## src/sv/mlp_pkg.sv

```systemverilog
`timescale 1ns / 1ps
package mlp_pkg;
	localparam int MAX_NEURONS_D = 16;
	localparam int MAX_LAYERS_D = 4;
	localparam int INPUT_COUNT_D = 8;
	localparam int OUTPUT_COUNT_D = 2;
	localparam int VALUE_WIDTH_D = 16;
	localparam int ACC_W = 40;

	localparam logic [1:0] CMD_WEIGHT = 2'd0;
	localparam logic [1:0] CMD_BIAS = 2'd1;
	localparam logic [1:0] CMD_INPUT = 2'd2;

	localparam logic [1:0] REG_NEURONS = 2'd0;
	localparam logic [1:0] REG_LAYERS = 2'd1;

	typedef enum logic [2:0] {
		ST_IDLE,
		ST_BIAS,
		ST_MAC,
		ST_ACT,
		ST_OUT
	} eng_state_t;

	typedef struct packed {
		logic [1:0] cmd;
		logic [2:0] layer_index;
		logic [3:0] neuron_index;
		logic [3:0] source_index;
		logic [15:0] value;
		logic vector_last;
	} item_t;

	function automatic logic [12:0] tanh_point(input logic [4:0] i);
		logic [12:0] r;
		case (i)
			5'd0: r = 13'd0;
			5'd1: r = 13'd1003;
			5'd2: r = 13'd1893;
			5'd3: r = 13'd2602;
			5'd4: r = 13'd3119;
			5'd5: r = 13'd3475;
			5'd6: r = 13'd3707;
			5'd7: r = 13'd3856;
			5'd8: r = 13'd3949;
			5'd9: r = 13'd4006;
			5'd10: r = 13'd4041;
			5'd11: r = 13'd4062;
			5'd12: r = 13'd4076;
			5'd13: r = 13'd4084;
			5'd14: r = 13'd4089;
			5'd15: r = 13'd4091;
			default: r = 13'd4093;
		endcase
		return r;
	endfunction
endpackage

```

## src/sv/mlp_queue.sv

```systemverilog
`timescale 1ns / 1ps
module mlp_queue (
	input logic clk,
	input logic arst_n,
	input logic in_valid,
	output logic in_stall,
	input mlp_pkg::item_t in_item,
	output logic out_valid,
	input logic out_take,
	output mlp_pkg::item_t out_item
);
	import mlp_pkg::*;

	item_t mem_q [4];
	logic [1:0] wp_q, rp_q;
	logic [2:0] cnt_q;
	logic push, pop;

	assign in_stall = (cnt_q == 3'd4);
	assign out_valid = (cnt_q != 3'd0);
	assign out_item = mem_q[rp_q];
	assign push = in_valid && !in_stall;
	assign pop = out_valid && out_take;

	always_ff @(posedge clk) begin
		if (push) mem_q[wp_q] <= in_item;
	end

	always_ff @(posedge clk or negedge arst_n) begin
		if (!arst_n) begin
			wp_q <= '0;
			rp_q <= '0;
			cnt_q <= '0;
		end else begin
			if (push) wp_q <= wp_q + 2'd1;
			if (pop) rp_q <= rp_q + 2'd1;
			cnt_q <= cnt_q + {2'd0, push} - {2'd0, pop};
		end
	end
endmodule

```

## config.mk

```make
export PLATFORM = sky130hd
export DESIGN_NAME = mlp_queue
export DESIGN_NICKNAME = d
export VERILOG_FILES = /design/src/sv/mlp_pkg.sv /design/src/sv/mlp_queue.sv
export SDC_FILE = /design/constraint.sdc
export NUM_CORES = 1
export LEC_CHECK = 0
export BUFFER_PORTS_ARGS = -buffer_cell sky130_fd_sc_hd__clkbuf_2
export CAP_MARGIN = 20
export CORE_MARGIN = 2
export CORE_UTILIZATION = 35
export DETAILED_ROUTE_END_ITERATION = 6
export GPL_ROUTABILITY_DRIVEN = 0
export PLACE_DENSITY_LB_ADDON = 0.05
export SLEW_MARGIN = 20
export SYNTH_ARGS = -nofsm -noshare
export SYNTH_HDL_FRONTEND = slang
export SYNTH_SLANG_ARGS = --single-unit
```

## constraint.sdc

```tcl
create_clock -name clk -period 2.3 [get_ports clk]
set_input_delay 0.23 -clock clk [delete_from_list [all_inputs] [get_ports clk]]
set_output_delay 0.23 -clock clk [all_outputs]
set_load 0.01 [all_outputs]
```

Yosys cells after proc, flatten, opt, wreduce, memory -nomap -nowiden
Memories as Yosys holds them, arrays and structs flattened.
Cells that the tools add are included.
Word-level totals
  flip-flop bits (word level): 7
  bits in writable memories: 120
  input bits: 34
  output and inout bits: 32
  word-level logic and storage cells: 15
  memories kept: 1
Operators by class
  add/sub/neg operators: 4
  eq/ne operators: 1
  multiplexer cells: 2
  reductions and logical operators: 4
Memory list
  mem_q: depth 4, width 30, read ports 1, clocked after Yosys merged registers in 0, write ports 1, RTL line mlp_queue.sv:14  | item_t mem_q [4];
Operator list (count)
  $add A2 B1 Y2 const B: 2
  $add A3 B1 Y3: 1
  $eq A3 B3 Y1 const B: 1
  $reduce_bool A3 Y1: 1
  $sub A3 B1 Y3: 1
  $logic_and A1 B1 Y1: 2
  $mux W1: 2
  $logic_not A1 Y1: 1

Logic depth before layout (Yosys ltp)
Gate-level depths: netlist of run 1.
  depth after elaboration: 5
  depth in mapped cells: 9
  depth with buffers taken out: 9

Worst setup path after synthesis of run 1
No wires, ideal clock.
  path type: register to register
  start point: register cnt_q[1]
  end point: register cnt_q[2]
  setup time: 128 ps
  arrival time: 2000 ps
  required time: 2172 ps
  setup slack: 172 ps
  stages on the path, launching flop included: 10
  path buffers: 0
  clock period less this slack: 2128 ps
  path through: dfrtp_1 -> or3b_4 -> nand2_1 -> ha_1 -> inv_1 -> ha_1 -> inv_1 -> fa_1 -> xnor2_1 -> xnor2_1
Between the ends
  word-level cells in the longest chain between the ends: 5
  elaborated cells between the ends (all ways): 7
  classes of those cells: add/sub: 2; eq/ne: 1; reduce/logical: 4
RTL lines
  start, declared: RTL line mlp_queue.sv:16  | logic [2:0] cnt_q;
  start signal, assigned: RTL line mlp_queue.sv:37  | cnt_q <= cnt_q + {2'd0, push} - {2'd0, pop};
  $eq A3 B3 Y1: RTL line mlp_queue.sv:19  | assign in_stall = (cnt_q == 3'd4);
  $logic_not A1 Y1: RTL line mlp_queue.sv:22  | assign push = in_valid && !in_stall;
  $logic_and A1 B1 Y1: RTL line mlp_queue.sv:22
  $add A3 B1 Y3: RTL line mlp_queue.sv:37
  $sub A3 B1 Y3 (*): RTL line mlp_queue.sv:37
Mark *: on every way between the ends. The rest lies on a longest branch, timed or not.
A chain may end at the register's enable or synchronous reset.

Worst setup path after layout of run 1
  start point: register cnt_q[0]
  end point: register cnt_q[2]
The elaborated chain is that of the path after synthesis.

==> results of run 1 <==
## what timing repair did
item	in CTS	in global routing
gates resized for setup	0	1
endpoints found under the setup margin	0	1
endpoints found under the hold margin	7	0
hold buffers	1	0
## worst register-to-register path, stage by stage (launching register included)
cell and delay [ps]:
dfrtp_1 440, or3b_4 430, nand2_1 90, ha_1 220, inv_1 60, ha_1 130
inv_1 50, fa_1 370, xnor2_1 180, xnor2_1 130
## cell usage in the layout, fill, tap and decap left out, drive strengths merged
master / instances
ha: 6
nand4bb: 2
and3: 4
bufinv: 1
inv: 6
xor2: 1
nand2: 2
xnor2: 3
clkbuf: 87
or3: 1
o31a: 1
nand2b: 3
dfrtp: 7
o211ai: 2
o311ai: 1
edfxtp: 120
fa: 1
clkinv: 8
buf: 4
or3b: 1
dlygate4sd3: 1
mux4: 30
## state kept, by name, summed over array words and instances, names as in the netlist
register and count:
rp_q 2, cnt_q 3, wp_q 2, mem_q 120
## final cells by class
type | count | area, µm² | area share
clock buffer | 22 | 444 | 0.0755
clock inverter | 9 | 70.1 | 0.0119
inverter | 6 | 22.5 | 0.00383
multi-input combinational | 58 | 942 | 0.160
sequential | 127 | 3780 | 0.643
tap | 176 | 220 | 0.0374
timing repair buffer | 70 | 403 | 0.0685
## per-layer routing
layer  GRT usage  vias up  part of all wire  wire length [µm]
li1            -      996                 -                 -
met1       0.171     1129              0.45              3830
met2       0.189       58              0.48              4100
met3      0.0545        9             0.056               481
met4      0.0625        0             0.014               123
met5           0        -                 0                 0
## kinds of logic after synthesis
| group | synth area share |
|---|---|
| flops | 0.783 |
| mux | 0.142 |
| buf+inv | 0.0226 |
| simple gates | 0.0189 |
| fa+ha+maj | 0.0197 |
| compound gates | 0.00674 |
| xor+xnor | 0.00726 |
## report_power, final
group,internal (mW),total [mW],leakage (nW),switching (mW)
registers,3.08,3.32,1.18,0.236
clock network,1.46,2.33,0.254,0.871
logic,1.06,2.15,0.648,1.09
total,5.60,7.80,2.08,2.20
## worst max path at each step
stage                                     to  slack [ps]  cells past startpoint
after floorplan           cnt_q[2]$_DFF_PN0_         170                      9
after global placement    cnt_q[2]$_DFF_PN0_         120                      9
after detailed placement  cnt_q[2]$_DFF_PN0_          80                      9
after CTS                 cnt_q[2]$_DFF_PN0_          60                      9
after global routing      cnt_q[2]$_DFF_PN0_          20                      9
final                     cnt_q[2]$_DFF_PN0_         130                      9
==> flow_summary.yaml, run 1 <==
critical_path:
  crit_chain: "or3b_4 -> nand2_1 -> ha_1 -> inv_1 -> ha_1 -> inv_1 -> fa_1 -> xnor2_1 -> xnor2_1"
  path_delay_family: "adder cells"
  critPathLaunchType: "register"
  r2r_start: "cnt_q[0]$_DFF_PN0_"
  critPathCaptureType: "register"
  path_buf_inv: 2
  critPathKind: "reg -> reg"
  arrival_ps: 2500
  regToRegSetupSlack_ps: 130
  crit_start: "cnt_q[0]$_DFF_PN0_"
  cp_slowest_cell: "dfrtp_1"
  timing.rr.end: "cnt_q[2]$_DFF_PN0_"
  max_stage_delay_ps: 440
  r2r_cells: 9
  cp.required_ps: 2630
  path_max_fanout: 7
global_route:
  antenna_found_initial: 0
  grt_pass1_wl_um: 13400
  grt_max_degree: 31
  grt-ovfl-total: 0
  grt_pass1_vias: 2356
  grtUsageTotal: 0.131
power:
  max-vdd-ir-drop_v: 0.000676
  power_mw: 7.80
  powerDensity_nw_per_um2: 1330
  power.leakage_nw: 2.08
place:
  dpl.hpwl_um: 5010
  numPortBuffers: 65
  dp_cells: 436
  place_worst_setup_slack_ps: 79.5
  place_area_um2: 5360
finish:
  drive_gt1_frac: 0.442
  design_area_um2: 5880
  fin_cells: 468
  final_util: 0.441
  fin_nets: 321
  synthToLayoutAreaGrowth_pct: 22.0
  fillers: 1204
  antenna-diode-count: 0
sta:
  min_period_ps: 2170
  fin_crit_sh: 0.944
  worst_pin_slew_ps: 861
  finalHoldViolCount: 0
  max_freq_ghz: 0.461
  fin_worst_skew_ps: 7.04
  slew_viol_final: 0
  slew_headroom: 0.426
  whs_ps: 39.5
  fin_ws_ps: 129
  rsz0062_at_grt: "no"
  setup_violations: 0
  tns_ps: 0
clock_tree:
  numCtsBuffers: 17
  clock_sinks: 127
  path_clk_slew_ps: 50
  htreeDepth: 4
  post_cts_buffers: 0
  clk_latency_ps: 410
  clockRootBuffer: "clkbuf_16"
  cts_tree: "done"
  max-clock-path-buffers: 2
synthesis:
  synth_most_common_cell: "edfxtp_1"
  postSynth.asyncResetShare: 0.0551
  synth_commonest_cells: "120 x edfxtp_1, 28 x mux4_2, 7 x dfrtp_1"
  syn_area_um2: 4820
  synthCells: 198
  syn_nets: 239
  synth_edf_count: 120
  synth_seq_cells: 127
  postSynthAreaPerCell_um2: 24.4
  yosysWarnings: 0
  yosys.area.top_type: "edfxtp_1"
  yosysTopAreaCellShare: 0.747
  yosysUniqueCellTypes: 22
  synth.yosys.seq_area_share: 0.783
  synth_area_leaders: "edfxtp_1 75%, mux4_2 13%, dfrtp_1 3.6%"
  ys_dominant_reg_cell: "edfxtp_1"
route:
  drt_iter0_drc: 164
  routed_via_density: 4.68
  postRouteAntennaNets: 0
  wl_per_cell_um: 18.3
  drc: 0
  dr.pass1.iters: 6
  vias: 2192
  finalWirelength_um: 8540
floorplanning:
  initial_core_util: 0.361
  placementRows: 42
  fp.dieH_um: 121
  core_um2: 13300
  die_area_um2: 14700
  die_w_um: 121
  ios: 66
min_path:
  worst_hold_path_type: "in -> reg"
  hp-start: "in_item[23]"
  hold-path-endpoint: "mem_q[1][23]$_DFFE_PP_"
  hold_depth: 1
run_status:
  status: "complete, no violations"
run:
  cap_violations: 0
Note: power is estimated with default switching activity, not from simulation.
==> run 2: changes to the inputs <==
--- a/config.mk
+++ b/config.mk
@@ -7,6 +7,7 @@
 export LEC_CHECK = 0
 export BUFFER_PORTS_ARGS = -buffer_cell sky130_fd_sc_hd__clkbuf_2
 export CAP_MARGIN = 20
+export CORE_ASPECT_RATIO = 0.9
 export CORE_MARGIN = 2
 export CORE_UTILIZATION = 35
 export DETAILED_ROUTE_END_ITERATION = 6
==> run 2 against run 1 <==
Via count rose by 2.5%. Critical path depth did not move. Cell count is 1.1% lower. Clock power is 15% higher. Flip-flop and latch count did not move. Sequential share of layout area decreased by 0.94 points. Final area rose by 1.5%. Non-clock buffer count up 2. Fmax is 0.17% lower. First-iteration DRC count up 8.5%.
==> flow_summary.yaml, run 2 (same netlist as run 1, synthesis figures left out) <==
route:
  finalWirelength_um: 8690
  vias: 2247
  routed_via_density: 4.85
  wl_per_cell_um: 18.8
  drt_iter0_drc: 178
  postRouteAntennaNets: 0
  dr.pass1.iters: 4
  drc: 0
floorplanning:
  core_um2: 13400
  die_area_um2: 14700
  ios: 66
  initial_core_util: 0.360
  die_w_um: 128
  placementRows: 40
  fp.dieH_um: 115
sta:
  max_freq_ghz: 0.460
  fin_crit_sh: 0.945
  slew_headroom: 0.404
  rsz0062_at_grt: "no"
  worst_pin_slew_ps: 894
  min_period_ps: 2170
  finalHoldViolCount: 0
  setup_violations: 0
  whs_ps: 41.3
  tns_ps: 0
  slew_viol_final: 0
  fin_ws_ps: 126
  fin_worst_skew_ps: 5.27
global_route:
  grt_max_degree: 31
  grtUsageTotal: 0.130
  grt_pass1_vias: 2354
  antenna_found_initial: 0
  grt-ovfl-total: 0
  grt_pass1_wl_um: 13400
place:
  numPortBuffers: 65
  place_worst_setup_slack_ps: 129
  dpl.hpwl_um: 5140
clock_tree:
  htreeDepth: 4
  post_cts_buffers: 0
  numCtsBuffers: 17
  clock_sinks: 127
  clk_latency_ps: 410
  cts_tree: "done"
  clockRootBuffer: "clkbuf_16"
  path_clk_slew_ps: 50
  max-clock-path-buffers: 2
min_path:
  hp-start: "in_item[23]"
  worst_hold_path_type: "in -> reg"
  hold_depth: 1
  hold-path-endpoint: "mem_q[3][23]$_DFFE_PP_"
critical_path:
  timing.rr.end: "cnt_q[2]$_DFF_PN0_"
  critPathLaunchType: "register"
  crit_start: "cnt_q[0]$_DFF_PN0_"
  arrival_ps: 2500
  crit_chain: "or3b_4 -> nand2_1 -> ha_1 -> inv_1 -> ha_1 -> inv_1 -> fa_1 -> xnor2_1 -> xnor2_1"
  path_max_fanout: 7
  cp.required_ps: 2630
  cp_slowest_cell: "dfrtp_2"
  r2r_start: "cnt_q[0]$_DFF_PN0_"
  max_stage_delay_ps: 440
  r2r_cells: 9
  regToRegSetupSlack_ps: 130
  critPathKind: "reg -> reg"
  critPathCaptureType: "register"
power:
  powerDensity_nw_per_um2: 1370
  power_mw: 8.18
  max-vdd-ir-drop_v: 0.000686
  power.leakage_nw: 2.12
run_status:
  status: "complete, no violations"
finish:
  final_cell_mix: "120 x edfxtp_1, 65 x clkbuf_2, 28 x mux4_2, 17 x clkbuf_16, 6 x ha_1"
  drive_gt1_frac: 0.471
  synthToLayoutAreaGrowth_pct: 23.8
  largest_register: "mem_q"
  antenna-diode-count: 0
  fin_nets: 323
  largestRegisters: "mem_q x120, cnt_q x3"
  final_common_cell: "edfxtp_1"
  largest_register_ffs: 120
  fillers: 1177
run:
  cap_violations: 0
## run 2: changes by cell type in the layout (fill, tap and decap cells not counted)
cell / previous run / this run
clkbuf_1: 5 / 1
bufinv_16: 1 / 3
clkinvlp_4: 0 / 3
buf_4: 1 / 3
inv_6: 0 / 1
clkinv_1: 3 / 0
clkinv_4: 1 / 3
## run 2: worst max path at each step
| stage | end | slack, ps | cells after the start |
|---|---|---|---|
| 6_report | cnt_q[2]$_DFF_PN0_ | 130 | 9 |
| 5_1_grt | cnt_q[2]$_DFF_PN0_ | 20 | 9 |
| 4_1_cts | cnt_q[2]$_DFF_PN0_ | 80 | 9 |
| 3_5_place_dp | cnt_q[2]$_DFF_PN0_ | 130 | 9 |
| 3_3_place_gp | cnt_q[2]$_DFF_PN0_ | 150 | 9 |
| 2_1_floorplan | cnt_q[2]$_DFF_PN0_ | 170 | 9 |
## run 2: through the flow
stage / utilization / area [µm²] / std cells
global placement: 0.400 / 5360 / 430
floorplan: - / 4820 / 198
global route: 0.445 / 5970 / 463
CTS: 0.445 / 5970 / 463
finish: 0.445 / 5970 / 463
detailed placement: 0.400 / 5360 / 430
## run 2: where the power goes
part	switching, mW	internal [mW]	total (mW)
Clock	0.971	1.70	2.67
Combinational	1.13	1.08	2.21
Sequential	0.222	3.08	3.30
## run 2: layout make-up
cell class	instances	area [µm²]	share of cell area
Timing Repair Buffer	72	418	0.0700
Multi-Input combinational cell	58	942	0.158
Sequential cell	127	3780	0.633
Tap cell	168	210	0.0352
Clock inverter	14	168	0.0281
Clock buffer	18	429	0.0719
Inverter	6	22.5	0.00377
## run 2: critical path, delay by kind of cell, from the launching register on
kind / cells / cell delay [ps]
AND/OR/NAND/NOR: 2 / 520
buffers and inverters: 2 / 100
XOR/XNOR: 2 / 310
adder cells (fa/ha/maj): 3 / 730
flip-flops: 1 / 440
## run 2: routing by layer
metal,part of all wire,track usage
met5,0,0
met4,0.012,0.0571
met3,0.049,0.0512
met2,0.47,0.192
met1,0.47,0.171
## run 2: what timing repair did
item | in CTS | in global routing
endpoints found under the setup margin | 0 | 1
hold endpoints to repair | 7 | 0
hold buffers | 1 | 0
resized for setup | 0 | 1
==> run 3: changes to the inputs <==
--- a/config.mk
+++ b/config.mk
@@ -13,6 +13,7 @@
 export DETAILED_ROUTE_END_ITERATION = 6
 export GPL_ROUTABILITY_DRIVEN = 0
 export PLACE_DENSITY_LB_ADDON = 0.05
+export REMOVE_ABC_BUFFERS = 1
 export SLEW_MARGIN = 20
 export SYNTH_ARGS = -nofsm -noshare
 export SYNTH_HDL_FRONTEND = slang
==> run 3 against run 2 <==
Routed wire length grew 0.96%. Clock power is 8.2% lower. Sequential power hardly changed. Setup slack better by 17 ps. Clock skew about the same. First-iteration DRC count down 26%.
==> flow_summary.yaml, run 3 (same netlist as run 1, synthesis figures left out) <==
power:
  max-vdd-ir-drop_v: 0.000729
  powerDensity_nw_per_um2: 1350
  power.leakage_nw: 2.12
clock_tree:
  clk_latency_ps: 410
  cts_tree: "done"
  clock_sinks: 127
  numCtsBuffers: 17
  clockRootBuffer: "clkbuf_16"
  htreeDepth: 4
  path_clk_slew_ps: 50
  max-clock-path-buffers: 2
route:
  drt_iter0_drc: 131
  vias: 2215
  finalWirelength_um: 8770
  wl_per_cell_um: 18.7
  routed_via_density: 4.72
  dr.pass1.iters: 4
  drc: 0
  postRouteAntennaNets: 0
global_route:
  met1_usage: 0.168
  grt_pass1_wl_um: 13600
  grt-ovfl-total: 0
  met3_usage: 0.0465
  use_met2: 0.196
  grtUsageTotal: 0.130
  grt_most_used_layer: "met2"
  grt_pass1_vias: 2454
  grt_max_degree: 31
  antenna_found_initial: 0
critical_path:
  crit_cells: 9
  path_buf_inv: 2
  r2r_cells: 9
  critPathCaptureType: "register"
  path_delay_family: "adder cells"
  critPathKind: "reg -> reg"
  arrival_ps: 2490
  critPathLaunchType: "register"
  cp_slowest_cell: "dfrtp_2"
  crit_chain: "or3b_4 -> nand2_1 -> ha_1 -> inv_1 -> ha_1 -> inv_1 -> fa_1 -> xnor2_1 -> xnor2_1"
  cp.required_ps: 2630
  path_max_fanout: 5
  max_stage_delay_ps: 430
floorplanning:
  placementRows: 40
  ios: 66
  initial_core_util: 0.360
  fp.dieH_um: 115
  core_um2: 13400
  die_w_um: 128
  die_area_um2: 14700
finish:
  drive_gt1_frac: 0.458
  antenna-diode-count: 0
  final_common_cell: "edfxtp_1"
  largestRegisters: "mem_q x120, cnt_q x3"
  fin_nets: 329
  largest_register_ffs: 120
  fin_cells: 469
  fillers: 1176
  final_cell_mix: "120 x edfxtp_1, 65 x clkbuf_2, 28 x mux4_2, 17 x clkbuf_16, 10 x buf_4"
  design_area_um2: 5950
  synthToLayoutAreaGrowth_pct: 23.3
  largest_register: "mem_q"
sta:
  rsz0062_at_grt: "no"
  setup_violations: 0
  min_period_ps: 2160
  slew_viol_final: 0
  tns_ps: 0
  slew_headroom: 0.397
  fin_crit_sh: 0.938
  worst_pin_slew_ps: 904
  max_freq_ghz: 0.464
  finalHoldViolCount: 0
  fin_worst_skew_ps: 5.56
  whs_ps: 36.0
run_status:
  status: "complete, no violations"
min_path:
  worst_hold_path_type: "in -> reg"
  hold_depth: 1
run:
  cap_violations: 0
place:
  dp_cells: 429
  numPortBuffers: 65
  place_area_um2: 5340
  dpl.hpwl_um: 5130
==> run 3: cell count changes in the layout (fill, tap and decap cells not counted) <==
cell        previous run  this run
buf_12                 3         2
dfrtp_2                3         4
clkinvlp_4             3         0
clkinv_1               0         4
bufinv_16              3         2
clkbuf_1               1         5
dfrtp_1                4         3
buf_4                  3        10
clkinv_4               3         0
inv_6                  1         0
==> run 3: layout make-up <==
cell class,count,area [µm²],share of cell area
clock buffers,22,444,0.0747
well taps,168,210,0.0353
flip-flops and latches,127,3780,0.636
multi-input cells,58,942,0.158
inverters,6,22.5,0.00379
repair buffers,78,450,0.0757
clock inverters,10,95.1,0.0160
==> run 3: layer usage <==
layer,vias to the layer above,wire length [µm]
met5,-,0
met4,0,177
met3,17,382
met2,53,4070
met1,1130,4140
li1,1015,-
==> run 3: power by group <==
| group | internal, mW | leakage, nW | switching (mW) |
|---|---|---|---|
| Sequential | 3.08 | 1.18 | 0.244 |
| Clock | 1.57 | 0.266 | 0.886 |
| Combinational | 1.12 | 0.682 | 1.12 |
==> run 3: final timing paths <==
kind	start	end	slack [ps]
max	cnt_q[1]$_DFF_PN0_	cnt_q[2]$_DFF_PN0_	140
min	in_item[12]	mem_q[2][12]$_DFFE_PP_	40
max reg2reg	cnt_q[1]$_DFF_PN0_	cnt_q[2]$_DFF_PN0_	140
min reg2reg	wp_q[1]$_DFFE_PN0P_	wp_q[1]$_DFFE_PN0P_	600
max in group asynchronous	arst_n	cnt_q[1]$_DFF_PN0_	1910
min in group asynchronous	arst_n	cnt_q[2]$_DFF_PN0_	190
==> run 3: what timing repair did <==
action                     4_1_cts  5_1_grt
hold endpoints to repair         7        0
setup buffers                    0        7
resized for setup                0        2
hold buffers                     1        0
setup endpoints to repair        0        1
==> run 3: stage by stage <==
stage	setup slack (ps)	util	power, mW
after floorplan	-3.03	-	4.64
after global placement	85.3	0.398	5.59
after detailed placement	51.5	0.398	5.59
after CTS	24.1	0.439	8.06
after global routing	6.96	0.443	8.45
final	143	0.443	8.02
